<file path="config.mk">
export PLATFORM = sky130hd
export DESIGN_NAME = gregorian_date_day_arithmetic
export DESIGN_NICKNAME = d
export VERILOG_FILES = /design/src/sv/gdda_pkg.sv /design/src/sv/gdda_ctrl.sv /design/src/sv/gdda_datapath.sv /design/src/sv/gregorian_date_day_arithmetic.sv
export SDC_FILE = /design/constraint.sdc
export NUM_CORES = 1
export LEC_CHECK = 0
export ABC_AREA = 1
export BUFFER_PORTS_ARGS = -buffer_cell sky130_fd_sc_hd__buf_2
export CORE_MARGIN = 5
export CORE_UTILIZATION = 55
export DETAILED_ROUTE_END_ITERATION = 8
export PLACE_DENSITY = 0.79
export SYNTH_ARGS = -nofsm -noshare
export SYNTH_HDL_FRONTEND = slang
export SYNTH_SLANG_ARGS = --single-unit
</file>
<file path="constraint.sdc">
create_clock -name clock -period 4.5 [get_ports clock]
set_input_delay 0.45 -clock clock [delete_from_list [all_inputs] [get_ports clock]]
set_output_delay 0.45 -clock clock [all_outputs]
set_load 0.02 [all_outputs]
</file>
<file path="src/sv/gdda_pkg.sv">
package gdda_pkg;

   localparam int BASE_YEAR = 1900;
   localparam int YEAR_SPAN = 256;
   localparam int LAST_YEAR = BASE_YEAR + YEAR_SPAN - 1;
   localparam int PREV_YEAR = BASE_YEAR - 1;

   localparam int LEAPS_TO_LAST = LAST_YEAR / 4 - LAST_YEAR / 100 + LAST_YEAR / 400;
   localparam int LEAPS_TO_PREV = PREV_YEAR / 4 - PREV_YEAR / 100 + PREV_YEAR / 400;
   localparam int TOTAL_DAYS    = YEAR_SPAN * 365 + LEAPS_TO_LAST - LEAPS_TO_PREV;

   localparam int SERIAL_W = $clog2(TOTAL_DAYS + 1);
   localparam int ACC_W    = ((SERIAL_W + 1 > 18) ? SERIAL_W + 1 : 18) + 1;

   localparam int BASE_MOD100 = BASE_YEAR % 100;
   localparam int BASE_MOD400 = BASE_YEAR % 400;

   typedef enum logic [1:0] {
      RES_INVALID = 2'd0,
      RES_OUT     = 2'd1,
      RES_OK      = 2'd2
   } res_kind_type;

   typedef struct packed {
      logic         load;
      logic         year_step;
      logic         month_step;
      logic         month_last;
      logic         add_offset;
      logic         shift_year;
      logic         shift_month;
      logic         finish;
      res_kind_type kind;
   } cmd_type;

   typedef struct packed {
      logic range_ok;
      logic year_hit;
      logic month_hit;
      logic day_fits;
      logic serial_ok;
      logic year_more;
      logic month_more;
   } status_type;

   function automatic logic [4:0] month_days(input logic [3:0] m, input logic leap);
      logic [4:0] r;
      case (m)
         4'd1, 4'd3, 4'd5, 4'd7, 4'd8, 4'd10, 4'd12: r = 5'd31;
         4'd2: r = leap ? 5'd29 : 5'd28;
         4'd4, 4'd6, 4'd9, 4'd11: r = 5'd30;
         default: r = 5'd0;
      endcase
      return r;
   endfunction

   function automatic logic [2:0] add_mod7(input logic [2:0] a, input logic [2:0] b);
      logic [3:0] s;
      s = {1'b0, a} + {1'b0, b};
      if (s >= 4'd7) s = s - 4'd7;
      return s[2:0];
   endfunction

   function automatic logic [2:0] day_mod7(input logic [4:0] d);
      logic [4:0] v;
      v = d - 5'd1;
      if (v >= 5'd28) v = v - 5'd28;
      if (v >= 5'd14) v = v - 5'd14;
      if (v >= 5'd7) v = v - 5'd7;
      return v[2:0];
   endfunction

endpackage

</file>
<file path="src/sv/gdda_ctrl.sv">
module gdda_ctrl (
   input  logic                clock,
   input  logic                reset,
   input  logic                start,
   output logic                busy,
   input  gdda_pkg::status_type status,
   output gdda_pkg::cmd_type    cmd
);
   import gdda_pkg::*;

   typedef enum logic [7:0] {
      ST_IDLE        = 8'b00000001,
      ST_VALIDATE    = 8'b00000010,
      ST_YEAR_SCAN   = 8'b00000100,
      ST_MONTH_SCAN  = 8'b00001000,
      ST_OFFSET      = 8'b00010000,
      ST_RANGE       = 8'b00100000,
      ST_SHIFT_YEAR  = 8'b01000000,
      ST_SHIFT_MONTH = 8'b10000000
   } state_type;

   state_type state_ff;
   state_type state_in;

   assign busy = (state_ff != ST_IDLE);

   always_comb begin
      state_in = state_ff;
      cmd      = '0;
      cmd.kind = RES_INVALID;
      unique case (state_ff)
         ST_IDLE: begin
            if (start) begin
               cmd.load = 1'b1;
               state_in = ST_VALIDATE;
            end
         end
         ST_VALIDATE: begin
            if (status.range_ok) begin
               state_in = ST_YEAR_SCAN;
            end else begin
               cmd.finish = 1'b1;
               state_in   = ST_IDLE;
            end
         end
         ST_YEAR_SCAN: begin
            if (status.year_hit) begin
               state_in = ST_MONTH_SCAN;
            end else begin
               cmd.year_step = 1'b1;
            end
         end
         ST_MONTH_SCAN: begin
            if (!status.month_hit) begin
               cmd.month_step = 1'b1;
            end else if (status.day_fits) begin
               cmd.month_last = 1'b1;
               state_in       = ST_OFFSET;
            end else begin
               cmd.finish = 1'b1;
               state_in   = ST_IDLE;
            end
         end
         ST_OFFSET: begin
            cmd.add_offset = 1'b1;
            state_in       = ST_RANGE;
         end
         ST_RANGE: begin
            if (status.serial_ok) begin
               state_in = ST_SHIFT_YEAR;
            end else begin
               cmd.finish = 1'b1;
               cmd.kind   = RES_OUT;
               state_in   = ST_IDLE;
            end
         end
         ST_SHIFT_YEAR: begin
            if (status.year_more) begin
               cmd.shift_year = 1'b1;
            end else begin
               state_in = ST_SHIFT_MONTH;
            end
         end
         ST_SHIFT_MONTH: begin
            if (status.month_more) begin
               cmd.shift_month = 1'b1;
            end else begin
               cmd.finish = 1'b1;
               cmd.kind   = RES_OK;
               state_in   = ST_IDLE;
            end
         end
         default: begin
            state_in = ST_IDLE;
         end
      endcase
   end

   always_ff @(posedge clock) begin
      if (reset) begin
         state_ff <= ST_IDLE;
      end else begin
         state_ff <= state_in;
      end
   end

`ifndef SYNTH
   a_start_validates: assert property (@(posedge clock) disable iff (reset)
      (start && !busy) |=> (state_ff == ST_VALIDATE))
      else $error("accepted transaction did not enter validation");

   a_finish_idles: assert property (@(posedge clock) disable iff (reset)
      cmd.finish |=> (state_ff == ST_IDLE))
      else $error("controller did not return to idle after a result");
`endif

endmodule

</file>
<file path="src/sv/gdda_datapath.sv">
module gdda_datapath (
   input  logic                 clock,
   input  logic                 reset,
   input  gdda_pkg::cmd_type    cmd,
   output gdda_pkg::status_type status,
   input  logic [4:0]           req_day_of_month,
   input  logic [3:0]           req_month,
   input  logic [15:0]          req_year,
   input  logic signed [17:0]   req_offset_days,
   output logic                 rsp_strobe,
   output logic                 rsp_date_valid,
   output logic [16:0]          rsp_day_serial,
   output logic [2:0]           rsp_weekday,
   output logic [4:0]           rsp_shifted_day,
   output logic [3:0]           rsp_shifted_month,
   output logic [15:0]          rsp_shifted_year,
   output logic                 rsp_out_of_range
);
   import gdda_pkg::*;

   localparam logic signed [ACC_W-1:0] ACC_ONE   = ACC_W'(1);
   localparam logic signed [ACC_W-1:0] ACC_TOTAL = ACC_W'(TOTAL_DAYS);

   logic [4:0]              day_ff;
   logic [3:0]              month_ff;
   logic [15:0]             year_ff;
   logic signed [17:0]      offset_ff;
   logic [15:0]             yr_ff, yr_in;
   logic [6:0]              c100_ff, c100_in;
   logic [8:0]              c400_ff, c400_in;
   logic [3:0]              mon_ff, mon_in;
   logic signed [ACC_W-1:0] acc_ff, acc_in;
   logic signed [ACC_W-1:0] serial_ff, serial_in;
   logic [2:0]              wk_ff, wk_in;

   logic                    rsp_strobe_ff;
   logic                    rsp_date_valid_ff;
   logic [16:0]             rsp_day_serial_ff;
   logic [2:0]              rsp_weekday_ff;
   logic [4:0]              rsp_shifted_day_ff;
   logic [3:0]              rsp_shifted_month_ff;
   logic [15:0]             rsp_shifted_year_ff;
   logic                    rsp_out_of_range_ff;

   logic                    leap;
   logic [8:0]              yd;
   logic [4:0]              md;
   logic [4:0]              md_excess;
   logic signed [ACC_W-1:0] yd_ext;
   logic signed [ACC_W-1:0] md_ext;
   logic signed [ACC_W-1:0] day_ext;
   logic signed [ACC_W-1:0] off_ext;
   logic                    advance_year;

   assign leap      = (yr_ff[1:0] == 2'b00) && ((c100_ff != 7'd0) || (c400_ff == 9'd0));
   assign yd        = leap ? 9'd366 : 9'd365;
   assign md        = month_days(mon_ff, leap);
   assign md_excess = md - 5'd28;
   assign yd_ext    = ACC_W'(yd);
   assign md_ext    = ACC_W'(md);
   assign day_ext   = ACC_W'(day_ff);
   assign off_ext   = {{(ACC_W - 18){offset_ff[17]}}, offset_ff};

   assign status.range_ok   = (year_ff >= 16'(BASE_YEAR)) && (year_ff <= 16'(LAST_YEAR)) &&
                              (month_ff >= 4'd1) && (month_ff <= 4'd12) &&
                              (day_ff != 5'd0);
   assign status.year_hit   = (yr_ff == year_ff);
   assign status.month_hit  = (mon_ff == month_ff);
   assign status.day_fits   = (day_ff <= md);
   assign status.serial_ok  = (acc_ff >= ACC_ONE) && (acc_ff <= ACC_TOTAL);
   assign status.year_more  = (acc_ff > yd_ext);
   assign status.month_more = (mon_ff < 4'd12) && (acc_ff > md_ext);

   assign advance_year = cmd.year_step || cmd.shift_year;

   always_comb begin
      yr_in     = yr_ff;
      c100_in   = c100_ff;
      c400_in   = c400_ff;
      mon_in    = mon_ff;
      acc_in    = acc_ff;
      serial_in = serial_ff;
      wk_in     = wk_ff;
      if (cmd.load || cmd.add_offset) begin
         yr_in   = 16'(BASE_YEAR);
         c100_in = 7'(BASE_MOD100);
         c400_in = 9'(BASE_MOD400);
         mon_in  = 4'd1;
      end
      if (advance_year) begin
         yr_in   = yr_ff + 16'd1;
         c100_in = (c100_ff == 7'd99) ? 7'd0 : c100_ff + 7'd1;
         c400_in = (c400_ff == 9'd399) ? 9'd0 : c400_ff + 9'd1;
      end
      if (cmd.month_step || cmd.shift_month) begin
         mon_in = mon_ff + 4'd1;
      end
      if (cmd.load) begin
         acc_in = '0;
         wk_in  = 3'd0;
      end
      if (cmd.year_step) begin
         acc_in = acc_ff + yd_ext;
         wk_in  = add_mod7(wk_ff, leap ? 3'd2 : 3'd1);
      end
      if (cmd.month_step) begin
         acc_in = acc_ff + md_ext;
         wk_in  = add_mod7(wk_ff, md_excess[2:0]);
      end
      if (cmd.month_last) begin
         acc_in = acc_ff + day_ext;
         wk_in  = add_mod7(wk_ff, day_mod7(day_ff));
      end
      if (cmd.add_offset) begin
         serial_in = acc_ff;
         acc_in    = acc_ff + off_ext;
      end
      if (cmd.shift_year) begin
         acc_in = acc_ff - yd_ext;
      end
      if (cmd.shift_month) begin
         acc_in = acc_ff - md_ext;
      end
   end

   always_ff @(posedge clock) begin
      if (cmd.load) begin
         day_ff    <= req_day_of_month;
         month_ff  <= req_month;
         year_ff   <= req_year;
         offset_ff <= req_offset_days;
      end
      yr_ff     <= yr_in;
      c100_ff   <= c100_in;
      c400_ff   <= c400_in;
      mon_ff    <= mon_in;
      acc_ff    <= acc_in;
      serial_ff <= serial_in;
      wk_ff     <= wk_in;
   end

   always_ff @(posedge clock) begin
      if (reset) begin
         rsp_strobe_ff <= 1'b0;
      end else begin
         rsp_strobe_ff <= cmd.finish;
      end
   end

   always_ff @(posedge clock) begin
      if (cmd.finish) begin
         unique case (cmd.kind)
            RES_OK: begin
               rsp_date_valid_ff    <= 1'b1;
               rsp_day_serial_ff    <= serial_ff[16:0];
               rsp_weekday_ff       <= wk_ff;
               rsp_shifted_day_ff   <= acc_ff[4:0];
               rsp_shifted_month_ff <= mon_ff;
               rsp_shifted_year_ff  <= yr_ff;
               rsp_out_of_range_ff  <= 1'b0;
            end
            RES_OUT: begin
               rsp_date_valid_ff    <= 1'b1;
               rsp_day_serial_ff    <= serial_ff[16:0];
               rsp_weekday_ff       <= wk_ff;
               rsp_shifted_day_ff   <= 5'd0;
               rsp_shifted_month_ff <= 4'd0;
               rsp_shifted_year_ff  <= 16'd0;
               rsp_out_of_range_ff  <= 1'b1;
            end
            default: begin
               rsp_date_valid_ff    <= 1'b0;
               rsp_day_serial_ff    <= 17'd0;
               rsp_weekday_ff       <= 3'd0;
               rsp_shifted_day_ff   <= 5'd0;
               rsp_shifted_month_ff <= 4'd0;
               rsp_shifted_year_ff  <= 16'd0;
               rsp_out_of_range_ff  <= 1'b0;
            end
         endcase
      end
   end

   assign rsp_strobe        = rsp_strobe_ff;
   assign rsp_date_valid    = rsp_date_valid_ff;
   assign rsp_day_serial    = rsp_day_serial_ff;
   assign rsp_weekday       = rsp_weekday_ff;
   assign rsp_shifted_day   = rsp_shifted_day_ff;
   assign rsp_shifted_month = rsp_shifted_month_ff;
   assign rsp_shifted_year  = rsp_shifted_year_ff;
   assign rsp_out_of_range  = rsp_out_of_range_ff;

`ifndef SYNTH
   a_strobe_single: assert property (@(posedge clock) disable iff (reset)
      rsp_strobe_ff |=> !rsp_strobe_ff)
      else $error("result strobe held for more than one cycle");

   a_invalid_clear: assert property (@(posedge clock) disable iff (reset)
      (rsp_strobe_ff && !rsp_date_valid_ff) |->
         ((rsp_day_serial_ff == 17'd0) && !rsp_out_of_range_ff))
      else $error("invalid date transaction carried nonzero fields");
`endif

endmodule

</file>
<file path="src/sv/gregorian_date_day_arithmetic.sv">
// One transaction is accepted when start is high while busy is low. The result appears for
// exactly one cycle with rsp_strobe high, and the receiver cannot stall, so each result must be
// captured in its strobe cycle. Busy falls in the result cycle, so start may be accepted again
// at the edge that ends it.
// The sequencer walks the calendar one year or one month per cycle, first to the input date
// and then again to the shifted date. A valid date whose shifted date lies in the span ends
// after the walk to the shifted month. A shifted date outside the span ends at the range
// check, a day past the end of its month ends in the month scan, and any other invalid date
// ends at validation.
module gregorian_date_day_arithmetic (
   input  logic               clock,
   input  logic               reset,
   input  logic               start,
   output logic               busy,
   input  logic [4:0]         req_day_of_month,
   input  logic [3:0]         req_month,
   input  logic [15:0]        req_year,
   input  logic signed [17:0] req_offset_days,
   output logic               rsp_strobe,
   output logic               rsp_date_valid,
   output logic [16:0]        rsp_day_serial,
   output logic [2:0]         rsp_weekday,
   output logic [4:0]         rsp_shifted_day,
   output logic [3:0]         rsp_shifted_month,
   output logic [15:0]        rsp_shifted_year,
   output logic               rsp_out_of_range
);
   import gdda_pkg::*;

   cmd_type    cmd;
   status_type status;

   gdda_ctrl u_ctrl (
      .clock  (clock),
      .reset  (reset),
      .start  (start),
      .busy   (busy),
      .status (status),
      .cmd    (cmd)
   );

   gdda_datapath u_datapath (
      .clock             (clock),
      .reset             (reset),
      .cmd               (cmd),
      .status            (status),
      .req_day_of_month  (req_day_of_month),
      .req_month         (req_month),
      .req_year          (req_year),
      .req_offset_days   (req_offset_days),
      .rsp_strobe        (rsp_strobe),
      .rsp_date_valid    (rsp_date_valid),
      .rsp_day_serial    (rsp_day_serial),
      .rsp_weekday       (rsp_weekday),
      .rsp_shifted_day   (rsp_shifted_day),
      .rsp_shifted_month (rsp_shifted_month),
      .rsp_shifted_year  (rsp_shifted_year),
      .rsp_out_of_range  (rsp_out_of_range)
   );

endmodule

</file>
==> results.toml, run 1 <==
[clock_network]
tritoncts = "done"
cts.root.buffer_cell = "sky130_fd_sc_hd__clkbuf_16"
worst_skew_pair.late_latency_ns = 0.44
clock_tree.htree_level_count = 4
clockBufferDepth = 2
clock_sink_count = 174
cts_buffers = 17
clk_pin_slew_worst_paths_ns = 0.08

[final_layout]
final-instance-count-excl-fill = 2025
final_util = 0.636
diodes = 0
final_layout_size_suffix_gt1_frac = 0.172
finalNetCount = 1855
layout-area-overhead-vs-synth_pct = 13.9
filler_cell_count = 1944

[sta]
fin_worst_skew_ns = 0.0140
crit_path_setup_slack_layout_ns = -0.0129
finalMaxSlewViolations = 0
slew_headroom = 0.478
setup_viol_count_final = 1
period_needed_ns = 4.51
final.period_utilization = 1.00
worst-slew-pin-transition_ns = 0.783
fmaxAchievable_mhz = 222
hold_violations_final = 0
rsz_0062_raised_after_global_routing = "yes"

[synthesis]
synthesis.area_mm2 = 0.0127
synth_commonest_cells = "sky130_fd_sc_hd__nand2_1 (377), sky130_fd_sc_hd__inv_1 (202), sky130_fd_sc_hd__nor2_1 (185)"
synth_cell_types = 59
synth-warning-count = 0
netlist_instances = 1596
synth_seq_cells = 174
synthTopCellsByArea = "sky130_fd_sc_hd__edfxtp_1 (39%), sky130_fd_sc_hd__nand2_1 (11%), sky130_fd_sc_hd__ha_1 (7.2%)"
synth_area_per_cell_um2 = 7.95
dominantRegCellSynth = "sky130_fd_sc_hd__edfxtp_1"
synth-seq-area-share = 0.405
synth_top_area_frac = 0.390
yosysMostFrequentCell = "sky130_fd_sc_hd__nand2_1"
synth-edff-count = 165
synth.largest_area_cell = "sky130_fd_sc_hd__edfxtp_1"
synthesis.nets = 1724
synth-async-reset-ratio = 0

[floorplanning]
core.rowCount = 55
die_area_mm2 = 0.0262
die_span_in_x_um = 162
ios = 95
chipHeight_um = 162
core_region_area_mm2 = 0.0227
initial_utilization = 0.559

[global_route]
grt_pass1_wl_um = 55300
grt_start_max_net_pins = 49
global_route.usage.total = 0.264
overflow_left_after_global_routing = 0
first_global_vias = 10900
number_of_antenna_violations_at_the_first_check_in_global_routing = 0

[placement]
place.port_buffers = 94
dp_hpwl_um = 25500
final_estimated_routing_congestion_in_global_placement = 0.974
post-place-cells = 1974

[detailed_routing]
detail_route.first_pass.iterations = 6
drc_errors = 0
dr.first_iter.drc_count = 1012
route.final.wire_length_um = 34600
postRouteAntennaNets = 0
routedWlPerCell_um = 17.1
avgViaCountPerCell = 5.59
routed-via-count = 11300

[setup_path]
timing.critical_path.slowest_cell_delay_ns = 0.52
critical_path_peak_fanout = 3
sort_of_element_at_the_start_of_the_critical_path = "flip-flop"
critical-path-slowest-cell = "sky130_fd_sc_hd__fa_1"
worstPathBufferInverterCount = 3
worstSetupPathType = "reg -> reg"
crit_family = "adder cells"
cp_common_cell = "sky130_fd_sc_hd__nand2_2"
timing.critical_path.arrival_ns = 4.70
crit_path_end_kind = "flip-flop"
cp_data_required_time_ns = 4.69

[worst_hold_path]
worst_hold_path_type = "in -> reg"

[outcome]
violations = "setup timing"
run_status = "complete, but fails checks"

[power_and_ir_drop]
power_per_cell_area_mw_per_mm2 = 622
p_leak_uw = 0.00679
vdd.ir_drop.worst_v = 0.000313

[flow_run]
maxCapViolations = 0
==> path summary, 6_finish.rpt <==
| check | start | end | slack [ns] | cells past startpoint |
|---|---|---|---|---|
| worst min-delay path | req_offset_days[14] | u_datapath.offset_ff[14] | 0.17 | 1 |
| worst max register to register | u_datapath.day_ff[1] | u_datapath.wk_ff[1] | -0.01 | 29 |
| worst max-delay path | u_datapath.day_ff[1] | u_datapath.wk_ff[1] | -0.01 | 29 |
| worst min register to register | u_ctrl.state_ff[2] | u_ctrl.state_ff[2] | 0.52 | 2 |
==> layout by cell type (no fill, tap or decap), types with 5 or more instances in the layout <==
master / instances
sky130_fd_sc_hd__ha_1: 66
sky130_fd_sc_hd__o21ai_0: 52
sky130_fd_sc_hd__dfxtp_1: 9
sky130_fd_sc_hd__nand2_2: 24
sky130_fd_sc_hd__inv_1: 197
sky130_fd_sc_hd__clkbuf_16: 17
sky130_fd_sc_hd__nor2_2: 7
sky130_fd_sc_hd__nand3_1: 133
sky130_fd_sc_hd__edfxtp_1: 165
sky130_fd_sc_hd__nor3_1: 32
sky130_fd_sc_hd__nor2_1: 183
sky130_fd_sc_hd__nand2_1: 367
sky130_fd_sc_hd__nor4_1: 5
sky130_fd_sc_hd__a21oi_1: 66
sky130_fd_sc_hd__o21ai_1: 9
sky130_fd_sc_hd__or2_2: 9
sky130_fd_sc_hd__a21o_1: 10
sky130_fd_sc_hd__nand2_4: 7
sky130_fd_sc_hd__inv_2: 35
sky130_fd_sc_hd__inv_6: 5
sky130_fd_sc_hd__xnor2_1: 6
sky130_fd_sc_hd__nand4_1: 30
sky130_fd_sc_hd__buf_2: 94
sky130_fd_sc_hd__nor3_2: 5
sky130_fd_sc_hd__nor2_4: 5
sky130_fd_sc_hd__o211ai_1: 11
sky130_fd_sc_hd__buf_4: 42
sky130_fd_sc_hd__fa_1: 9
sky130_fd_sc_hd__xor2_1: 58
==> registers in the layout (all words and copies together) (netlist names), 4 cells and up <==
register	count
u_datapath.acc_ff	19
u_datapath.offset_ff	18
u_datapath.rsp_day_serial	17
u_datapath.serial_ff	17
u_datapath.rsp_shifted_year	16
u_datapath.year_ff	16
u_datapath.yr_ff	16
u_datapath.c400_ff	9
u_ctrl.state_ff	8
u_datapath.c100_ff	7
u_datapath.day_ff	5
u_datapath.rsp_shifted_day	5
u_datapath.mon_ff	4
u_datapath.month_ff	4
u_datapath.rsp_shifted_month	4
==> timing repair <==
| item | CTS | global route |
|---|---|---|
| resized for setup | 13 | 19 |
| setup buffers | 14 | 5 |
| pin swaps | 9 | 11 |
| endpoints found under the hold margin | 0 | 0 |
| setup endpoints to repair | 2 | 28 |
| hold buffers | 0 | 0 |
==> cell type report <==
| cell class | count | area, µm² | share of cell area |
|---|---|---|---|
| Inverter | 239 | 911 | 0.0630 |
| Sequential cell | 174 | 5130 | 0.355 |
| Timing Repair Buffer | 140 | 866 | 0.0599 |
| Clock buffer | 17 | 425 | 0.0294 |
| Tap cell | 285 | 357 | 0.0247 |
| Multi-Input combinational cell | 1155 | 6590 | 0.456 |
| Clock inverter | 15 | 170 | 0.0118 |
==> cell families after synthesis <==
group                    share of synthesized area
adder cells (fa/ha/maj)                     0.0862
AND/OR/NAND/NOR                              0.303
buffers and inverters                       0.0860
multiplexers                              0.000887
AO/OA/AOI/OAI                               0.0745
XOR/XNOR                                    0.0449
flip-flops                                   0.405
==> worst reg2reg max path, delay by kind of cell, from the launching register on <==
family / cells / cell delay, ns
AOI/OAI and AO/OA: 1 / 0.08
xor gates and xnor gates: 1 / 0.20
buffers and inverters: 3 / 0.21
and+or+nand+nor: 16 / 1.41
muxes: 1 / 0.31
adders and majority gates: 7 / 1.60
DFF: 1 / 0.46
==> metal layers <==
| metal | share of wire | vias up | GRT usage |
|---|---|---|---|
| met3 | 0.095 | 58 | 0.0523 |
| met1 | 0.42 | 5241 | 0.359 |
| li1 | - | 5525 | - |
| met4 | 0.018 | 0 | 0.0765 |
| met5 | 0 | - | 0 |
| met2 | 0.47 | 498 | 0.432 |
==> where the power goes <==
group / switching (µW) / total, µW / internal, µW / leakage, µW
clock: 726 / 1520 / 794 / 0.000286
combinational: 3000 / 4740 / 1740 / 0.00494
sequential: 501 / 2740 / 2230 / 0.00157
total: 4230 / 9000 / 4770 / 0.00679
==> stage by stage <==
| step | power [µW] | hold WS [ns] | worst slack, ns | setup TNS [ns] | instance area (µm²) |
|---|---|---|---|---|---|
| 2_1_floorplan | 5880 | 0.451 | 0.00810 | 0 | 12700 |
| 3_3_place_gp | 6970 | 0.503 | 0.0428 | 0 | 13600 |
| 3_5_place_dp | 7090 | 0.503 | -0.213 | -0.213 | 13600 |
| 4_1_cts | 8770 | 0.160 | 0.0118 | 0 | 14300 |
| 5_1_grt | 9660 | 0.159 | -0.209 | -0.387 | 14500 |
| 6_report | 9000 | 0.173 | -0.0129 | -0.0129 | 14500 |
(Power assumes the default switching activity.)
==> run 2: changes to the inputs <==
--- a/config.mk
+++ b/config.mk
@@ -11,6 +11,7 @@
 export CORE_UTILIZATION = 55
 export DETAILED_ROUTE_END_ITERATION = 8
 export PLACE_DENSITY = 0.79
+export REMOVE_ABC_BUFFERS = 1
 export SYNTH_ARGS = -nofsm -noshare
 export SYNTH_HDL_FRONTEND = slang
 export SYNTH_SLANG_ARGS = --single-unit
==> constraint.sdc (replaced) <==
create_clock -name clock -period 3.83 [get_ports clock]
set_input_delay 0.383 -clock clock [delete_from_list [all_inputs] [get_ports clock]]
set_output_delay 0.383 -clock clock [all_outputs]
set_load 0.02 [all_outputs]
==> run 2 against run 1 <==
Against the previous run: the run still ends with setup timing left; clock power rose by 20%; hold slack got worse by 0.068 ns; sequential power grew 16%; utilization increased by 2.1 points; critical endpoint unchanged; sequential cell count is the same; global-route usage increased by 0.86 points; first-iteration DRC count rose by 7.4%; power rose by 24%; combinational power up 30%; count of clock-buffer cells in the layout is the same; clock skew grew 0.0026 ns; critical path depth unchanged.
==> results.toml, run 2 (synthesized netlist as in run 1, its figures left out) <==
[detailed_routing]
avgViaCountPerCell = 5.62
drc_errors = 0
detail_route.first_pass.iterations = 6
dr.first_iter.drc_count = 1087
postRouteAntennaNets = 0
route.final.wire_length_um = 35900
routed-via-count = 11700
routedWlPerCell_um = 17.3

[worst_hold_path]
worst_hold_path_type = "in -> reg"
hold_path_startpoint = "req_offset_days[9]"

[floorplanning]
core.rowCount = 55
die_area_mm2 = 0.0262
die_span_in_x_um = 162
initial_utilization = 0.559
chipHeight_um = 162
ios = 95
core_region_area_mm2 = 0.0227

[final_layout]
largest-register = "u_datapath.acc_ff"
finish.instance_area_mm2 = 0.0149
biggestRegsByFlops = "u_datapath.acc_ff (19), u_datapath.offset_ff (18)"
most-common-layout-cells = "sky130_fd_sc_hd__nand2_1 (360), sky130_fd_sc_hd__inv_1 (197), sky130_fd_sc_hd__nor2_1 (182)"
final_layout_size_suffix_gt1_frac = 0.201
finalNetCount = 1903
diodes = 0
layout-area-overhead-vs-synth_pct = 17.7
number_of_flip_flops_in_the_largest_register = 19
layout.cells.most_common = "sky130_fd_sc_hd__nand2_1"
final_util = 0.658
final-instance-count-excl-fill = 2073
filler_cell_count = 1886

[clock_network]
clockBufferDepth = 2
clock_sink_count = 174
cts_buffers = 17
clk_pin_slew_worst_paths_ns = 0.08
worst_skew_pair.late_latency_ns = 0.45
cts_hold_repair.buffers = 0
tritoncts = "done"
clock_tree.htree_level_count = 4
cts.root.buffer_cell = "sky130_fd_sc_hd__clkbuf_16"

[power_and_ir_drop]
total_power_uw = 11200
power_per_cell_area_mw_per_mm2 = 747
p_leak_uw = 0.00707
vdd.ir_drop.worst_v = 0.000367

[flow_run]
maxCapViolations = 0

[placement]
final_estimated_routing_congestion_in_global_placement = 1.01
dpl_cell_area_mm2 = 0.0139
dp_hpwl_um = 26400
place.port_buffers = 94
post-place-cells = 2014

[sta]
setup_viol_count_final = 3
fmaxAchievable_mhz = 221
rsz_0062_raised_after_global_routing = "yes"
period_needed_ns = 4.53
crit_path_setup_slack_layout_ns = -0.703
final.period_utilization = 1.18
hold_violations_final = 0
finalMaxSlewViolations = 0
timing.hold.ws_ns = 0.105
slew_headroom = 0.428
worst-slew-pin-transition_ns = 0.858
fin_worst_skew_ns = 0.0166

[global_route]
number_of_antenna_violations_at_the_first_check_in_global_routing = 0
routing_layer_with_the_top_usage_in_global_route = "met2"
global_route.usage.total = 0.273
grt_pass1_wl_um = 56700
overflow_left_after_global_routing = 0
grt_util_met1 = 0.370
first_global_vias = 11000
grt_start_max_net_pins = 40
grt.met2_usage = 0.454
grt.met3_usage = 0.0505

[setup_path]
timing.critical_path.slowest_cell_delay_ns = 0.55
worstPathBufferInverterCount = 4
critical-path-slowest-cell = "sky130_fd_sc_hd__fa_1"
worstSetupPathType = "reg -> reg"
sort_of_element_at_the_start_of_the_critical_path = "flip-flop"
crit-reg2reg-launch = "u_datapath.day_ff[1]"
crit_path_end_kind = "flip-flop"
startpoint = "u_datapath.day_ff[1]"
cp_data_required_time_ns = 4.01
timing.critical_path.arrival_ns = 4.71
cp_common_cell = "sky130_fd_sc_hd__nand2_2"
critical_path_peak_fanout = 3
crit_family = "adder cells"

[outcome]
run_status = "complete, but fails checks"
violations = "setup timing"
==> run 2: cell types whose count changed in the layout (fill, tap and decap cells not counted), moves of 2 or more <==
cell / delta
sky130_fd_sc_hd__nand3_1: -2
sky130_fd_sc_hd__buf_4: +44
sky130_fd_sc_hd__nand2_2: +5
sky130_fd_sc_hd__clkinv_8: +3
sky130_fd_sc_hd__nand2_1: -7
sky130_fd_sc_hd__clkinv_4: +2
sky130_fd_sc_hd__buf_6: +3
sky130_fd_sc_hd__nand2_4: +2
sky130_fd_sc_hd__inv_8: -2
sky130_fd_sc_hd__nor2_4: +2
==> run 2: timing repair <==
action / 4_1_cts / 5_1_grt
resized for setup: 37 / 20
buffers inserted: 16 / 12
pin swaps: 19 / 15
endpoints found under the setup margin: 3 / 89
==> run 2: layout make-up <==
| type | instances | area (µm²) | share of cell area |
|---|---|---|---|
| clock inverter | 15 | 194 | 0.0130 |
| timing repair buffer | 188 | 1250 | 0.0837 |
| tap | 285 | 357 | 0.0239 |
| inverter | 239 | 911 | 0.0610 |
| multi-input combinational | 1155 | 6670 | 0.446 |
| clock buffer | 17 | 425 | 0.0285 |
| sequential | 174 | 5130 | 0.344 |
==> run 2: final timing paths <==
path	endpoint	slack [ns]	cells past startpoint
max	u_datapath.wk_ff[1]	-0.70	29
min	u_datapath.offset_ff[9]	0.10	1
max reg2reg	u_datapath.wk_ff[1]	-0.70	29
min reg2reg	u_datapath.rsp_day_serial[9]	0.52	2
==> run 2: report_power, final <==
part	internal, µW	switching (µW)
clock network	942	881
registers	2620	546
logic	2380	3790
==> run 2: metal layers <==
layer  wire [µm]  vias to the layer above
met5           0                        -
met4         752                        0
met3        3130                       73
met2       16900                      522
met1       15200                     5420
li1            -                     5638
==> run 2: through the flow <==
| stage | TNS (ns) | worst slack, ns |
|---|---|---|
| 2_1_floorplan | -67.55 | -0.969 |
| 3_3_place_gp | -1.36 | -0.602 |
| 3_5_place_dp | -2.25 | -0.891 |
| 4_1_cts | -1.28 | -0.541 |
| 5_1_grt | -2.50 | -0.925 |
| 6_report | -1.83 | -0.703 |
